## config.mk

```make
export PLATFORM = sky130hd
export DESIGN_NAME = cartridge_bank_mapper_with_irq_unit
export DESIGN_NICKNAME = d
export VERILOG_FILES = /design/src/design/cbm_pkg.sv /design/src/design/cbm_regs.sv /design/src/design/cbm_xlate.sv /design/src/design/cartridge_bank_mapper_with_irq_unit.sv
export SDC_FILE = /design/constraint.sdc
export NUM_CORES = 1
export LEC_CHECK = 0
export ABC_AREA = 1
export BUFFER_PORTS_ARGS = -buffer_cell sky130_fd_sc_hd__buf_4
export CAP_MARGIN = 20
export CORE_ASPECT_RATIO = 0.8
export CORE_MARGIN = 2
export CORE_UTILIZATION = 50
export DETAILED_ROUTE_END_ITERATION = 12
export GPL_ROUTABILITY_DRIVEN = 0
export MAX_ROUTING_LAYER = met4
export PLACE_DENSITY = 0.74
export SLEW_MARGIN = 10
export SYNTH_ARGS = -nofsm -noshare
export SYNTH_HDL_FRONTEND = slang
export SYNTH_HIERARCHICAL = 1
export SYNTH_SLANG_ARGS = --single-unit
export TNS_END_PERCENT = 50
```

## constraint.sdc

```tcl
create_clock -name clk -period 3.1 [get_ports clk]
set_input_delay 0.155 -clock clk [delete_from_list [all_inputs] [get_ports clk]]
set_output_delay 0.155 -clock clk [all_outputs]
set_load 0.01 [all_outputs]
```

## src/design/cbm_pkg.sv

```systemverilog
// Shared types, codes and constants of the cartridge bank mapper.
package cbm_pkg;

  // item modes
  localparam logic [1:0] MODE_WRITE = 2'd0;
  localparam logic [1:0] MODE_TICK  = 2'd1;
  localparam logic [1:0] MODE_PRG   = 2'd2;
  localparam logic [1:0] MODE_PPU   = 2'd3;

  // result target kinds
  localparam logic [1:0] KIND_PRG  = 2'd0;
  localparam logic [1:0] KIND_CHR  = 2'd1;
  localparam logic [1:0] KIND_NT   = 2'd2;
  localparam logic [1:0] KIND_NONE = 2'd3;

  // mirroring codes
  localparam logic [1:0] MIR_VERT = 2'd0;
  localparam logic [1:0] MIR_HORZ = 2'd1;
  localparam logic [1:0] MIR_SCR0 = 2'd2;
  localparam logic [1:0] MIR_SCR1 = 2'd3;

  // register targets selected by address bits 14..12
  localparam logic [2:0] WR_IRQ_CNT  = 3'd4;
  localparam logic [2:0] WR_IRQ_CTRL = 3'd5;
  localparam logic [2:0] WR_MIRROR   = 3'd6;
  localparam logic [2:0] WR_PRG      = 3'd7;

  // configuration register index
  localparam logic CFG_LAST_PRG = 1'b0;

  localparam logic [7:0]  LAST_PRG_RESET = 8'd7;
  localparam logic [15:0] IRQ_RELOAD     = 16'hFFFF;
  localparam int unsigned IRQ_EN_BIT     = 4;
  localparam logic [13:0] PAL_BASE       = 14'h3F00;

  localparam int unsigned ADDR_W   = 16;
  localparam int unsigned DATA_W   = 8;
  localparam int unsigned MAPPED_W = 22;

  // bank state seen by the translation logic
  typedef struct packed {
    logic [7:0]       prg_bank;
    logic [3:0][7:0]  chr_bank;
    logic [1:0]       mirror;
  } bank_view_t;

  // one input item
  typedef struct packed {
    logic [1:0]        mode;
    logic [ADDR_W-1:0] address;
    logic [DATA_W-1:0] data;
  } item_t;

  // irq status out of the register block
  typedef struct packed {
    logic pend;
    logic pend_nxt;
  } irq_stat_t;

endpackage

```

## src/design/cbm_regs.sv

```systemverilog
// Mapper register file and tick-counting IRQ counter.
module cbm_regs (
  input  logic               clk,
  input  logic               rst_n,
  input  logic               en,
  input  cbm_pkg::item_t     item,
  output cbm_pkg::bank_view_t view,
  output cbm_pkg::irq_stat_t irq_stat
);

  logic [7:0]      prg_r, prg_nxt;
  logic [3:0][7:0] chr_r, chr_nxt;
  logic [1:0]      mir_r, mir_nxt;
  logic [15:0]     cnt_r, cnt_nxt;
  logic            ena_r, ena_nxt;
  logic            hi_r, hi_nxt;
  logic            pend_r, pend_nxt;
  logic [2:0]      sel;

  assign sel = item.address[14:12];

  // next state for one item
  always_comb begin
    prg_nxt  = prg_r;
    chr_nxt  = chr_r;
    mir_nxt  = mir_r;
    cnt_nxt  = cnt_r;
    ena_nxt  = ena_r;
    hi_nxt   = hi_r;
    pend_nxt = pend_r;
    if (item.mode == cbm_pkg::MODE_WRITE) begin
      if (item.address[15] && item.address[11]) begin
        case (sel)
          cbm_pkg::WR_IRQ_CNT: begin
            if (hi_r) cnt_nxt = {cnt_r[15:8], item.data};
            else      cnt_nxt = {item.data, cnt_r[7:0]};
            hi_nxt = ~hi_r;
          end
          cbm_pkg::WR_IRQ_CTRL: begin
            hi_nxt   = 1'b0;
            ena_nxt  = item.data[cbm_pkg::IRQ_EN_BIT];
            pend_nxt = 1'b0;
          end
          cbm_pkg::WR_MIRROR: mir_nxt = item.data[1:0];
          cbm_pkg::WR_PRG:    prg_nxt = item.data;
          default:            chr_nxt[sel[1:0]] = item.data;
        endcase
      end
    end else if (item.mode == cbm_pkg::MODE_TICK) begin
      // counter runs only while enabled; underflow fires the irq
      if (ena_r) begin
        if (cnt_r == 16'd0) begin
          ena_nxt  = 1'b0;
          cnt_nxt  = cbm_pkg::IRQ_RELOAD;
          pend_nxt = 1'b1;
        end else begin
          cnt_nxt = cnt_r - 16'd1;
        end
      end
    end
  end

  always_ff @(posedge clk) begin
    if (!rst_n) begin
      prg_r  <= '0;
      chr_r  <= '0;
      mir_r  <= cbm_pkg::MIR_VERT;
      cnt_r  <= '0;
      ena_r  <= 1'b0;
      hi_r   <= 1'b0;
      pend_r <= 1'b0;
    end else if (en) begin
      prg_r  <= prg_nxt;
      chr_r  <= chr_nxt;
      mir_r  <= mir_nxt;
      cnt_r  <= cnt_nxt;
      ena_r  <= ena_nxt;
      hi_r   <= hi_nxt;
      pend_r <= pend_nxt;
    end
  end

  assign view.prg_bank  = prg_r;
  assign view.chr_bank  = chr_r;
  assign view.mirror    = mir_r;
  assign irq_stat.pend     = pend_r;
  assign irq_stat.pend_nxt = pend_nxt;

endmodule

```

## src/design/cbm_xlate.sv

```systemverilog
// PRG and PPU address translation.
module cbm_xlate (
  input  cbm_pkg::item_t      item,
  input  cbm_pkg::bank_view_t view,
  input  logic [7:0]          last_prg,
  output logic [21:0]         mapped,
  output logic                page,
  output logic [1:0]          kind
);

  logic [13:0] pa;

  assign pa = item.address[13:0];

  always_comb begin
    mapped = '0;
    page   = 1'b0;
    kind   = cbm_pkg::KIND_NONE;
    case (item.mode)
      cbm_pkg::MODE_PRG: begin
        // upper window fixed, lower window switchable
        if (item.address[15]) begin
          kind = cbm_pkg::KIND_PRG;
          if (item.address[14]) mapped = {last_prg, item.address[13:0]};
          else                  mapped = {view.prg_bank, item.address[13:0]};
        end
      end
      cbm_pkg::MODE_PPU: begin
        if (!pa[13]) begin
          // pattern tables in four 2 KB slots
          kind   = cbm_pkg::KIND_CHR;
          mapped = {3'd0, view.chr_bank[pa[12:11]], pa[10:0]};
        end else if (pa < cbm_pkg::PAL_BASE) begin
          kind   = cbm_pkg::KIND_NT;
          mapped = {12'd0, pa[9:0]};
          case (view.mirror)
            cbm_pkg::MIR_VERT: page = pa[10];
            cbm_pkg::MIR_HORZ: page = pa[11];
            cbm_pkg::MIR_SCR0: page = 1'b0;
            default:           page = 1'b1;
          endcase
        end
      end
      default: ;
    endcase
  end

endmodule

```

## src/design/cartridge_bank_mapper_with_irq_unit.sv

```systemverilog
// Top level: stream ports, config port, input and result registers.
// Each item passes the input register, then the result register; one item is
// taken every clock unless out_tready stalls a full result register: register
// updates, the IRQ counter step and address translation all complete in the single
// combinational pass between the two registers. irq_line reports the IRQ
// state after the item; translations use the bank state left by all earlier
// items. Configuration register 0 (last_prg_bank, reset 7) sits at byte
// address 0 and should be written only while no item is in flight.
module cartridge_bank_mapper_with_irq_unit (
  input  logic        clk,
  input  logic        rst_n,
  input  logic        in_tvalid,
  output logic        in_tready,
  input  logic [23:0] in_tdata,   // address[15:0], data[23:16]
  input  logic [1:0]  in_tuser,   // mode[1:0]
  output logic        out_tvalid,
  input  logic        out_tready,
  output logic [23:0] out_tdata,  // irq_line[0], mapped_address[22:1], nametable_page[23]
  output logic [1:0]  out_tuser,  // target_kind[1:0]
  input  logic        cfg_psel,
  input  logic        cfg_penable,
  input  logic        cfg_pwrite,
  input  logic [2:0]  cfg_paddr,
  input  logic [31:0] cfg_pwdata,
  output logic [31:0] cfg_prdata,
  output logic        cfg_pready
);

  cbm_pkg::item_t      s1_r;
  logic                s1_vld_r;
  logic                adv;
  cbm_pkg::bank_view_t view;
  cbm_pkg::irq_stat_t  irq_stat;
  logic [7:0]          last_prg_r;
  logic [21:0]         mapped;
  logic                page;
  logic [1:0]          kind;
  logic                out_vld_r;
  logic [23:0]         out_data_r;
  logic [1:0]          out_user_r;

  // pipeline control
  assign adv       = s1_vld_r && (!out_vld_r || out_tready);
  assign in_tready = !s1_vld_r || adv;

  // input register
  always_ff @(posedge clk) begin
    if (!rst_n) s1_vld_r <= 1'b0;
    else if (in_tready) s1_vld_r <= in_tvalid;
  end

  always_ff @(posedge clk) begin
    if (in_tready && in_tvalid) begin
      s1_r.mode    <= in_tuser;
      s1_r.address <= in_tdata[15:0];
      s1_r.data    <= in_tdata[23:16];
    end
  end

  // config register
  assign cfg_pready = 1'b1;
  assign cfg_prdata = (cfg_paddr[2] == cbm_pkg::CFG_LAST_PRG) ? {24'd0, last_prg_r} : 32'd0;

  always_ff @(posedge clk) begin
    if (!rst_n) begin
      last_prg_r <= cbm_pkg::LAST_PRG_RESET;
    end else if (cfg_psel && cfg_penable && cfg_pwrite && cfg_pready &&
                 cfg_paddr[2] == cbm_pkg::CFG_LAST_PRG) begin
      last_prg_r <= cfg_pwdata[7:0];
    end
  end

  cbm_regs u_regs (
    .clk      (clk),
    .rst_n    (rst_n),
    .en       (adv),
    .item     (s1_r),
    .view     (view),
    .irq_stat (irq_stat)
  );

  cbm_xlate u_xlate (
    .item     (s1_r),
    .view     (view),
    .last_prg (last_prg_r),
    .mapped   (mapped),
    .page     (page),
    .kind     (kind)
  );

  // result register
  always_ff @(posedge clk) begin
    if (!rst_n) out_vld_r <= 1'b0;
    else if (adv) out_vld_r <= 1'b1;
    else if (out_tready) out_vld_r <= 1'b0;
  end

  always_ff @(posedge clk) begin
    if (adv) begin
      out_data_r <= {page, mapped, irq_stat.pend_nxt};
      out_user_r <= kind;
    end
  end

  assign out_tvalid = out_vld_r;
  assign out_tdata  = out_data_r;
  assign out_tuser  = out_user_r;

  // checks
  a_nt_offset: assert property (@(posedge clk) disable iff (!rst_n)
    out_tvalid && out_tuser == cbm_pkg::KIND_NT |-> out_tdata[22:11] == 12'd0)
    else $error("nametable offset out of page");

  a_page_zero: assert property (@(posedge clk) disable iff (!rst_n)
    out_tvalid && out_tuser != cbm_pkg::KIND_NT |-> !out_tdata[23])
    else $error("page set on non-nametable result");

  a_irq_rise: assert property (@(posedge clk) disable iff (!rst_n)
    $rose(irq_stat.pend) |-> $past(adv && s1_r.mode == cbm_pkg::MODE_TICK))
    else $error("irq raised without tick");

  a_ready_empty: assert property (@(posedge clk) disable iff (!rst_n)
    !out_vld_r |-> in_tready)
    else $error("input stalled with empty result register");

endmodule
```

---- After elaboration in Yosys (flattened, before gate mapping) ----
Cells that the tools add are included.
word-level totals
  register bits after elaboration ......... 123
  bits in latches ......................... 0
  RAM bits ................................ 0
  ROM bits ................................ 0
  input bits .............................. 68
  output and inout port bits .............. 61
  word-level logic and storage cells ...... 107
  memories ................................ 0
operators by class
  add/subtract/negate cells ............... 1
  multipliers ............................. 0
  div/mod/pow operators ................... 0
  magnitude comparators ................... 4
  eq/ne operators ......................... 14
  shift-type cells ........................ 0
  mux-type cells .......................... 38
  bitwise logic cells ..................... 3
  reduce and logical (&&, ||, !) cells .... 27
operator list
  operator                 number
  $mux W16                 7
  $mux W22                 3
  $pmux W22 S2             1
  $bwmux W32               1
  $mux W8                  3
  $reduce_and A4 Y1        5
  $bmux W8 S2              1
  $demux W8 S2             1
  $logic_not A16 Y1        1
  $sub A16 B1 Y16 const B  1
  $mux W1                  15
  $lt A14 B14 Y1 const B   1
  $eq A3 B3 Y1 const B     4
  $reduce_and A6 Y1        2
  $mux W10                 1
  $ne A2 B2 Y1 const B     4
  $reduce_bool A2 Y1       4
  $logic_and A1 B1 Y1      7
  $eq A2 B2 Y1 const B     3
  $lt A2 B3 Y1 const B     2
  $eq A2 B1 Y1 const B     2
  $logic_not A2 Y1         2
  $mux W2                  2
  $pmux W2 S2              1
  9 further kinds          13

---- Depth between registers and ports, before layout ----
Gate-level depths: netlist of run 1.
  depth after elaboration ................. 5
  mapped depth ............................ 12
  depth with buffers taken out ............ 11

---- By module ----
The synthesis of run 1 kept the hierarchy.
by module, submodules not included
  module                               instances  cells each  area each (um^2)  sequential area each (um^2)
  cbm_regs                             1          445         3024.2            1221.2
  cartridge_bank_mapper_with_irq_unit  1          159         2290.9            1761.7
  cbm_xlate                            1          166         814.5             0.0

---- Worst setup path after synthesis of run 1 ----
Ideal clock, no wire load.
  path kind ............................... flip-flop to flip-flop
  start point ............................. reg out_vld_r (netlist: out_tvalid)
  end point ............................... reg u_regs.cnt_r[3]
  arrival time ............................ 2.732 ns
  path slack .............................. 0.259 ns
  stages on the path, launching flop included .. 12
  path buffers ............................ 1
  clock period less this slack ............ 2.841 ns
  path through ............................ dfxtp_1 > a21oi_1 > inv_2 > nor2_1 > inv_1 > nor2_4 > nand3_2 > buf_6 > a21oi_2 > nand2_1 > nand2_1 > inv_1
between the ends
  word-level cells in the longest chain between the ends .. 4
RTL lines
  what                                RTL line                                   text
  start: declaration                  cartridge_bank_mapper_with_irq_unit.sv:38  logic out_vld_r;
  start signal: assignment            cartridge_bank_mapper_with_irq_unit.sv:93  if (!rst_n) out_vld_r <= 1'b0;
  start signal: assignment            cartridge_bank_mapper_with_irq_unit.sv:94  else if (adv) out_vld_r <= 1'b1;
  start signal: assignment            cartridge_bank_mapper_with_irq_unit.sv:95  else if (out_tready) out_vld_r <= 1'b0;
  $logic_not A1 Y1                    cartridge_bank_mapper_with_irq_unit.sv:43  assign adv = s1_vld_r && (!out_vld_r || out_tready);
  $logic_or A1 B1 Y1                  cartridge_bank_mapper_with_irq_unit.sv:43
  $logic_and A1 B1 Y1                 cartridge_bank_mapper_with_irq_unit.sv:43
  net adv                             cartridge_bank_mapper_with_irq_unit.sv:31  logic adv;
  $reduce_and A6 Y1 (no source line)  --
  end signal: assignment              cbm_regs.sv:76                             cnt_r <= cnt_nxt;
  end: declaration                    cbm_regs.sv:14                             logic [15:0] cnt_r, cnt_nxt;
The timed path passes the listed nets, and every way through them passes these cells.
A chain may end at the register's enable or synchronous reset.

---- Worst setup path in the final report of run 1 ----
  start point ............................. reg out_vld_r (netlist: out_tvalid)
  end point ............................... reg u_regs.prg_r[5]
between the ends
  word-level cells in the longest chain between the ends .. 4
RTL lines
  what                                RTL line                                   text
  $logic_not A1 Y1                    cartridge_bank_mapper_with_irq_unit.sv:43
  $logic_or A1 B1 Y1                  cartridge_bank_mapper_with_irq_unit.sv:43
  $logic_and A1 B1 Y1                 cartridge_bank_mapper_with_irq_unit.sv:43
  net adv                             cartridge_bank_mapper_with_irq_unit.sv:31
  $reduce_and A4 Y1 (no source line)  --
  end signal: assignment              cbm_regs.sv:73                             prg_r <= prg_nxt;
  end: declaration                    cbm_regs.sv:11                             logic [7:0] prg_r, prg_nxt;
The timed path passes the listed nets, and every way through them passes these cells.

==> impl_metrics.ini, run 1 <==
[status]
outcome = finished, final reports clean

[clocking]
cts.sinks = 123
h-tree-depth = 4
root_buffer = clkbuf_16
clockBufferDepth = 2
path_clk_slew_ps = 60
clkLatencyLatePin_ps = 420
ctsResizeCount = 0
postCtsSetupBuffers = 0
cts-buffers-inserted = 17
cts_tree = built

[drt]
vias = 5180
drt_iter0_drc = 505
wl_met1_um = 6660
viasPerCell = 5.00
wl_met2_um = 6500
drt-pass1-iter-count = 5
routed_wirelength_um = 14000
drcViolationCount = 0
ant_nets = 0
routed.top_layer = met4
routed-wl-met3_um = 683
wire_per_inst_um = 13.5

[pwr]
p_per_area_mw_per_mm2 = 545
cell_internal_pwr_mw = 3.03
p_switching_mw = 1.06
comb_power_share = 0.111
swShare = 0.259
pwr-share-clk = 0.449
seqPwrFrac = 0.440
peakVddDrop_mv = 0.405
p_total_mw = 4.09
p_leak_nw = 3.44

[sta]
setup_violations = 0
fin_crit_sh = 0.684
finalSetupTns_ps = 0
max_slew.worst_pin.slew_ps = 999
rsz0062_at_grt = false
finalMaxSlewViolations = 0
layout_setup_ws_ps = 979
fmax_ghz = 0.472
max_slew_margin = 0.333
fin_crit_ps = 2120
skew_ps = 6.59
holdWs_ps = 19.3
finalHoldViolCount = 0

[floorplan]
coreArea_sq_mm = 0.0121
start_util = 0.507
io_pins = 129
dieWidth_um = 128
placementRows = 36
die-area_sq_mm = 0.0132
die_y_um = 103

[worst_setup_path]
crit_path_start_kind = flop
cp.required_ps = 3390
critPathSlowestCell = a21oi_4
crit_type = reg -> reg
cp_num_buf_inv = 2
critPathArrivalTime_ps = 2410
worst_setup_path_end_kind = flop
cp_top_family = compound AO/OA/AOI/OAI gates
path_cells = a21oi_4, buf_4, nand2_4, inv_1, nand4_2, o21ai_0, a21oi_1
crit_fanout = 16
slowest_delay_ps = 480

[final_layout]
num_antenna_cells = 0
nets = 942
drive_gt1_frac = 0.193
synthToLayoutAreaGrowth_pct = 22.6
nFillCells = 1035
fin_cells = 1037

[place]
place.detailed.hpwl_um = 9220
placed_cells = 976
dpl_worst_slack_ps = 1050
portBuffers = 77

[run]
drv_cap = 0

[global_route]
grt_first_pass_wirelength_um = 22500
overflow = 0
grtUsageTotal = 0.229
antenna_found_initial = 0
grt_pass1_vias = 4608
grt_max_degree = 69

[min_path]
hold_class = in -> reg

[logic_synthesis]
syn_area_sq_mm = 0.00612
yosys_warnings = 6
syn_avg_cell_area_sq_um = 7.96
synth_cells = 769
[tightest hold or removal path, stage by stage]
cell	delay [ps]
buf_4	80
nand2_1	60
a21oi_1	110
[sequential cells by signal, indices dropped and copies added, names as in the netlist, 2 cells and up]
register,cells
s1_r,26
u_regs/mir_r,2
u_regs/view,32
last_prg_r,8
u_regs/prg_r,8
out_tdata,24
out_tuser,2
u_regs/cnt_r,16
[stage by stage]
step | util | area [sq um]
floorplan | - | 6210
global placement | 0.552 | 6660
detailed placement | 0.552 | 6660
CTS | 0.622 | 7510
global route | 0.622 | 7510
finish | 0.622 | 7510
[what timing repair did]
item                                    CTS  global route
hold buffers                             29             0
endpoints found under the setup margin    0             0
endpoints found under the hold margin    29             0
[per-layer routing]
layer  vias up  GRT usage
met5         -          -
met1      2371      0.305
met4         0     0.0727
met2       145      0.348
li1       2645          -
met3        19     0.0566
[power groups by stage]
| stage | clock network (mW) | registers [mW] | logic (mW) |
|---|---|---|---|
| 4_1_cts | 1.86 | 1.80 | 0.449 |
| 3_5_place_dp | 0 | 1.83 | 0.418 |
| 6_report | 1.84 | 1.80 | 0.454 |
| 5_1_grt | 1.95 | 1.81 | 0.511 |
| 2_1_floorplan | 0 | 1.82 | 0.313 |
| 3_3_place_gp | 0 | 1.83 | 0.413 |
[path summary, 6_finish.rpt]
check / from / endpoint / slack (ps) / cells after the start
min reg2reg: u_regs/prg_r[1]$_SDFFE_PN0P_ / u_regs/prg_r[1]$_SDFFE_PN0P_ / 440 / 2
max reg2reg: out_tvalid$_SDFFE_PN0P_ / u_regs/prg_r[5]$_SDFFE_PN0P_ / 980 / 7
max: out_tvalid$_SDFFE_PN0P_ / u_regs/prg_r[5]$_SDFFE_PN0P_ / 980 / 7
min: in_tvalid / s1_vld_r$_SDFFE_PN0P_ / 20 / 3
[placed cells by master, fill, tap and decap left out, types with 29 or more instances in the layout]
| master | instances |
|---|---|
| nand2_1 | 160 |
| nor2_1 | 102 |
| buf_4 | 81 |
| inv_1 | 79 |
| dfxtp_1 | 71 |
| nand3_1 | 67 |
| edfxtp_1 | 52 |
| o21ai_0 | 50 |
| a21oi_1 | 49 |
| dlygate4sd3_1 | 29 |
[area by class of cell]
type	count	area, sq um	share of cell area
Clock buffer	18	429	0.0572
Clock inverter	14	125	0.0167
Inverter	93	360	0.0480
Multi-Input combinational cell	527	2520	0.336
Sequential cell	123	2980	0.397
Tap cell	152	190	0.0253
Timing Repair Buffer	110	898	0.120
Note: power is estimated with default switching activity, not from simulation.
==> run 2: changes to the inputs <==
--- a/config.mk
+++ b/config.mk
@@ -14,7 +14,7 @@
 export DETAILED_ROUTE_END_ITERATION = 12
 export GPL_ROUTABILITY_DRIVEN = 0
 export MAX_ROUTING_LAYER = met4
-export PLACE_DENSITY = 0.74
+export PLACE_DENSITY = 0.77
 export SLEW_MARGIN = 10
 export SYNTH_ARGS = -nofsm -noshare
 export SYNTH_HDL_FRONTEND = slang
==> constraint.sdc (replaced) <==
create_clock -name clk -period 1.75 [get_ports clk]
set_input_delay 0.0875 -clock clk [delete_from_list [all_inputs] [get_ports clk]]
set_output_delay 0.0875 -clock clk [all_outputs]
set_load 0.01 [all_outputs]
==> run 2 against run 1 <==
Sequential share of layout area down 1.0 points. Combinational power rose by 92%. Utilization is 1.7 points higher. Clock skew up 3.0 ps. Maximum frequency up 30%. Register-to-register slack got worse by 860 ps. Largest power group unchanged.
==> impl_metrics.ini, run 2 (synthesis gave the netlist of run 1 again) <==
[status]
outcome = finished, final reports clean

[sta]
max_slew.worst_pin.slew_ps = 629
setup_violations = 0
layout_setup_ws_ps = 119
fmax_ghz = 0.613
finalHoldViolCount = 0
fin_crit_sh = 0.932
fin_crit_ps = 1630
finalSetupTns_ps = 0
skew_ps = 9.57
rsz0062_at_grt = true
finalMaxSlewViolations = 0
max_slew_margin = 0.581

[worst_setup_path]
crit_fanout = 16
critPathSlowestCell = edfxtp_1
path_cells = nor2_4, nand2_4, inv_1, nand4_4, o21ai_0, a21oi_1
cp_top_family = simple AND/OR/NAND/NOR gates
cp.required_ps = 2040
cp_num_buf_inv = 1
critPathArrivalTime_ps = 1920
slowest_delay_ps = 480
worst_setup_path_end_kind = flop
crit_type = reg -> reg
crit_path_start_kind = flop

[pwr]
p_switching_mw = 1.89
peakVddDrop_mv = 0.790
swShare = 0.254
p_leak_nw = 3.56
seqPwrFrac = 0.427
pwr-share-clk = 0.456
cell_internal_pwr_mw = 5.55
comb_power_share = 0.117
p_per_area_mw_per_mm2 = 964
p_total_mw = 7.44

[clocking]
postCtsSetupBuffers = 0
root_buffer = clkbuf_16
cts_tree = built
cts-buffers-inserted = 17
h-tree-depth = 4
clkLatencyLatePin_ps = 420
clockBufferDepth = 2
path_clk_slew_ps = 60
cts.sinks = 123

[final_layout]
fin_cells = 1055
largest_reg_flops = 32
synthToLayoutAreaGrowth_pct = 26.0
layout_commonest_cell = nand2_1
drive_gt1_frac = 0.208
nets = 960
layout_common_cells = nand2_1, nor2_1, buf_4
num_antenna_cells = 0

[drt]
drt_iter0_drc = 443
drcViolationCount = 0
routed_wirelength_um = 14700
ant_nets = 0
viasPerCell = 5.06
drt-pass1-iter-count = 5
wire_per_inst_um = 13.9
vias = 5337

[global_route]
overflow = 0
grtUsageTotal = 0.235
grt_pass1_vias = 4805
grt_max_degree = 69
antenna_found_initial = 0
grt_first_pass_wirelength_um = 23100

[place]
place.detailed.hpwl_um = 9780
portBuffers = 77
dpl_worst_slack_ps = 73.7
placed_cells = 989

[floorplan]
dieWidth_um = 128
die_y_um = 103
io_pins = 129
die-area_sq_mm = 0.0132
placementRows = 36
start_util = 0.507
coreArea_sq_mm = 0.0121

[run]
drv_cap = 0

[min_path]
hold_class = in -> reg
run 2: cell types whose count changed in the layout (fill, tap and decap cells not counted), sizes merged:
cell	previous run	this run
bufinv	1	2
inv	88	89
buf	81	94
clkinvlp	5	1
dlygate4sd3	29	34
clkinv	13	15
run 2: timing repair:
action	in CTS	in global routing
hold endpoints to repair	34	0
endpoints found under the setup margin	0	19
resized for setup	0	6
hold buffers	34	0
run 2: worst reg2reg max path, stage by stage, from the launching register on:
cell and delay, ps:
edfxtp_1 480, nor2_4 260, nand2_4 70, inv_1 120
nand4_4 210, o21ai_0 290, a21oi_1 80
run 2: path summary, 6_finish.rpt:
check                                    start                      endpoint  slack (ps)  depth (start not counted)
setup / recovery            s1_r[25]$_DFFE_PP_  u_regs/prg_r[1]$_SDFFE_PN0P_         120                          6
hold / removal                   cfg_pwdata[6]    last_prg_r[6]$_SDFFE_PN0P_          20                          5
setup reg to reg            s1_r[25]$_DFFE_PP_  u_regs/prg_r[1]$_SDFFE_PN0P_         120                          6
hold reg to reg   u_regs/prg_r[3]$_SDFFE_PN0P_  u_regs/prg_r[3]$_SDFFE_PN0P_         440                          2
run 2: routing by layer:
| metal | share of wire | GRT usage |
|---|---|---|
| met1 | 0.45 | 0.310 |
| met2 | 0.47 | 0.355 |
| met3 | 0.065 | 0.0602 |
| met4 | 0.014 | 0.0795 |
| met5 | 0 | - |
run 2: power groups by stage:
| stage | sequential (mW) | clock (mW) | combinational, mW |
|---|---|---|---|
| 5_1_grt | 3.19 | 3.58 | 0.970 |
| 3_3_place_gp | 3.23 | 0 | 0.775 |
| 6_report | 3.18 | 3.39 | 0.871 |
| 3_5_place_dp | 3.23 | 0 | 0.790 |
| 4_1_cts | 3.18 | 3.41 | 0.854 |
| 2_1_floorplan | 3.22 | 0 | 0.556 |
run 2: metrics by stage:
stage | hold WS [ps] | area, sq um | utilization
after floorplan | 186 | 6220 | -
after global placement | 266 | 6770 | 0.561
after detailed placement | 267 | 6770 | 0.561
after CTS | 1.53 | 7690 | 0.637
after global routing | 69.7 | 7710 | 0.639
final | 21.7 | 7710 | 0.639
run 2: area by class of cell:
cell class / instances / area, sq um
inverters: 93 / 362
well taps: 152 / 190
fillers: 962 / 4360
flip-flops and latches: 123 / 2980
clock buffers: 18 / 429
clock inverters: 14 / 148
multi-input cells: 527 / 2540
repair buffers: 128 / 1060
==> run 3: changes to the inputs <==
--- a/config.mk
+++ b/config.mk
@@ -13,8 +13,8 @@
 export CORE_UTILIZATION = 50
 export DETAILED_ROUTE_END_ITERATION = 12
 export GPL_ROUTABILITY_DRIVEN = 0
-export MAX_ROUTING_LAYER = met4
 export PLACE_DENSITY = 0.77
+export SKIP_LAST_GASP = 1
 export SLEW_MARGIN = 10
 export SYNTH_ARGS = -nofsm -noshare
 export SYNTH_HDL_FRONTEND = slang
==> run 3 against run 2 <==
Maximum frequency is 1.5% lower. Worst hold slack hardly changed. Final area hardly changed. Cell count stayed put. Worst setup slack worse by 24 ps. Register-to-register slack worse by 20 ps. Via count is 0.26% higher. Sequential power hardly changed. Critical endpoint is now u_regs/view[31]$_SDFFE_PN0P_. Critical path type unchanged. Largest power group unchanged. Non-clock buffer count stayed put. Die area stayed put. Flip-flop and latch count stayed put. Clock power hardly changed.
==> impl_metrics.ini, run 3 (synthesis gave the netlist of run 1 again) <==
[status]
outcome = finished, final reports clean

[pwr]
peakVddDrop_mv = 0.797
p_total_mw = 7.44
p_per_area_mw_per_mm2 = 965
p_leak_nw = 3.56

[run]
drv_cap = 0

[place]
portBuffers = 77
place.detailed.hpwl_um = 9780
place_area_sq_mm = 0.00677
dpl_worst_slack_ps = 73.7
placed_cells = 989

[clocking]
clockBufferDepth = 2
path_clk_slew_ps = 50
root_buffer = clkbuf_16
clkLatencyLatePin_ps = 420
cts_tree = built
h-tree-depth = 4
postCtsSetupBuffers = 0
cts.sinks = 123
cts-buffers-inserted = 17

[final_layout]
nFillCells = 962
seq_area_sq_mm = 0.00298
multi_input_area_sq_mm = 0.00254
fin_area_sq_mm = 0.00771
nets = 960
fin_cells = 1055
largest_reg_flops = 32
synthToLayoutAreaGrowth_pct = 25.9
drive_gt1_frac = 0.207
layout_commonest_cell = nand2_1
layout_common_cells = nand2_1, nor2_1, buf_4
utilization = 0.639
num_antenna_cells = 0

[worst_setup_path]
cp.required_ps = 2060
crit_fanout = 13
crit_path_start_kind = flop
critPathArrivalTime_ps = 1960
crit_type = reg -> reg
worst_setup_path_end_kind = flop

[floorplan]
start_util = 0.507
dieWidth_um = 128
placementRows = 36
die-area_sq_mm = 0.0132
io_pins = 129
die_y_um = 103
coreArea_sq_mm = 0.0121

[drt]
wire_per_inst_um = 14.0
routed_wirelength_um = 14700
drt-pass1-iter-count = 5
vias = 5351
viasPerCell = 5.07
drcViolationCount = 0
ant_nets = 0
drt_iter0_drc = 438

[global_route]
antenna_found_initial = 0
grt_pass1_vias = 4819
use_met3 = 0.0602
grtUsageTotal = 0.228
grt.met1_usage = 0.307
grt_first_pass_wirelength_um = 23000
top_usage_layer = met2
overflow = 0
met2_usage = 0.359
grt_max_degree = 69

[sta]
fin_crit_ps = 1660
fin_crit_sh = 0.946
holdWs_ps = 21.3
setup_violations = 0
finalHoldViolCount = 0
skew_ps = 9.16
max_slew_margin = 0.581
layout_setup_ws_ps = 94.3
max_slew.worst_pin.slew_ps = 628
rsz0062_at_grt = true
fmax_ghz = 0.604
finalMaxSlewViolations = 0
finalSetupTns_ps = 0

[min_path]
hold_class = in -> reg
==> run 3: path summary, 6_finish.rpt <==
kind / start / endpoint / slack [ps] / cells past startpoint
max: s1_r[24]$_DFFE_PP_ / u_regs/view[31]$_SDFFE_PN0P_ / 90 / 8
min: cfg_pwdata[6] / last_prg_r[6]$_SDFFE_PN0P_ / 20 / 5
max reg2reg: s1_r[24]$_DFFE_PP_ / u_regs/view[31]$_SDFFE_PN0P_ / 90 / 8
min reg2reg: u_regs/prg_r[3]$_SDFFE_PN0P_ / u_regs/prg_r[3]$_SDFFE_PN0P_ / 440 / 2
==> run 3: what timing repair did <==
action | CTS | global route
hold buffers | 34 | 0
hold endpoints to repair | 34 | 0
resized for setup | 0 | 4
endpoints found under the setup margin | 0 | 19
==> run 3: cell type report <==
class,instances,area share
timing repair buffer,128,0.137
tap,152,0.0247
multi-input combinational,527,0.329
sequential,123,0.387
clock buffer,18,0.0557
inverter,93,0.0467
clock inverter,14,0.0191
==> run 3: power breakdown <==
| group | internal, mW | switching [mW] |
|---|---|---|
| Sequential | 3.09 | 0.0832 |
| Clock | 2.10 | 1.29 |
| Combinational | 0.354 | 0.518 |
| Total | 5.55 | 1.90 |
==> run 3: critical path: stages, from the launching register on <==
cell	delay, ps
edfxtp_1	500
nor2_4	250
nand2_4	70
nor2_2	90
nand2_2	80
nor2_4	240
inv_1	130
nor2_1	110
nor2_1	60
==> run 3: layer usage <==
metal | vias to the layer above | routed length [um]
met5 | - | 0
met4 | 0 | 201
met3 | 20 | 920
met2 | 193 | 6980
met1 | 2455 | 6630
li1 | 2683 | -
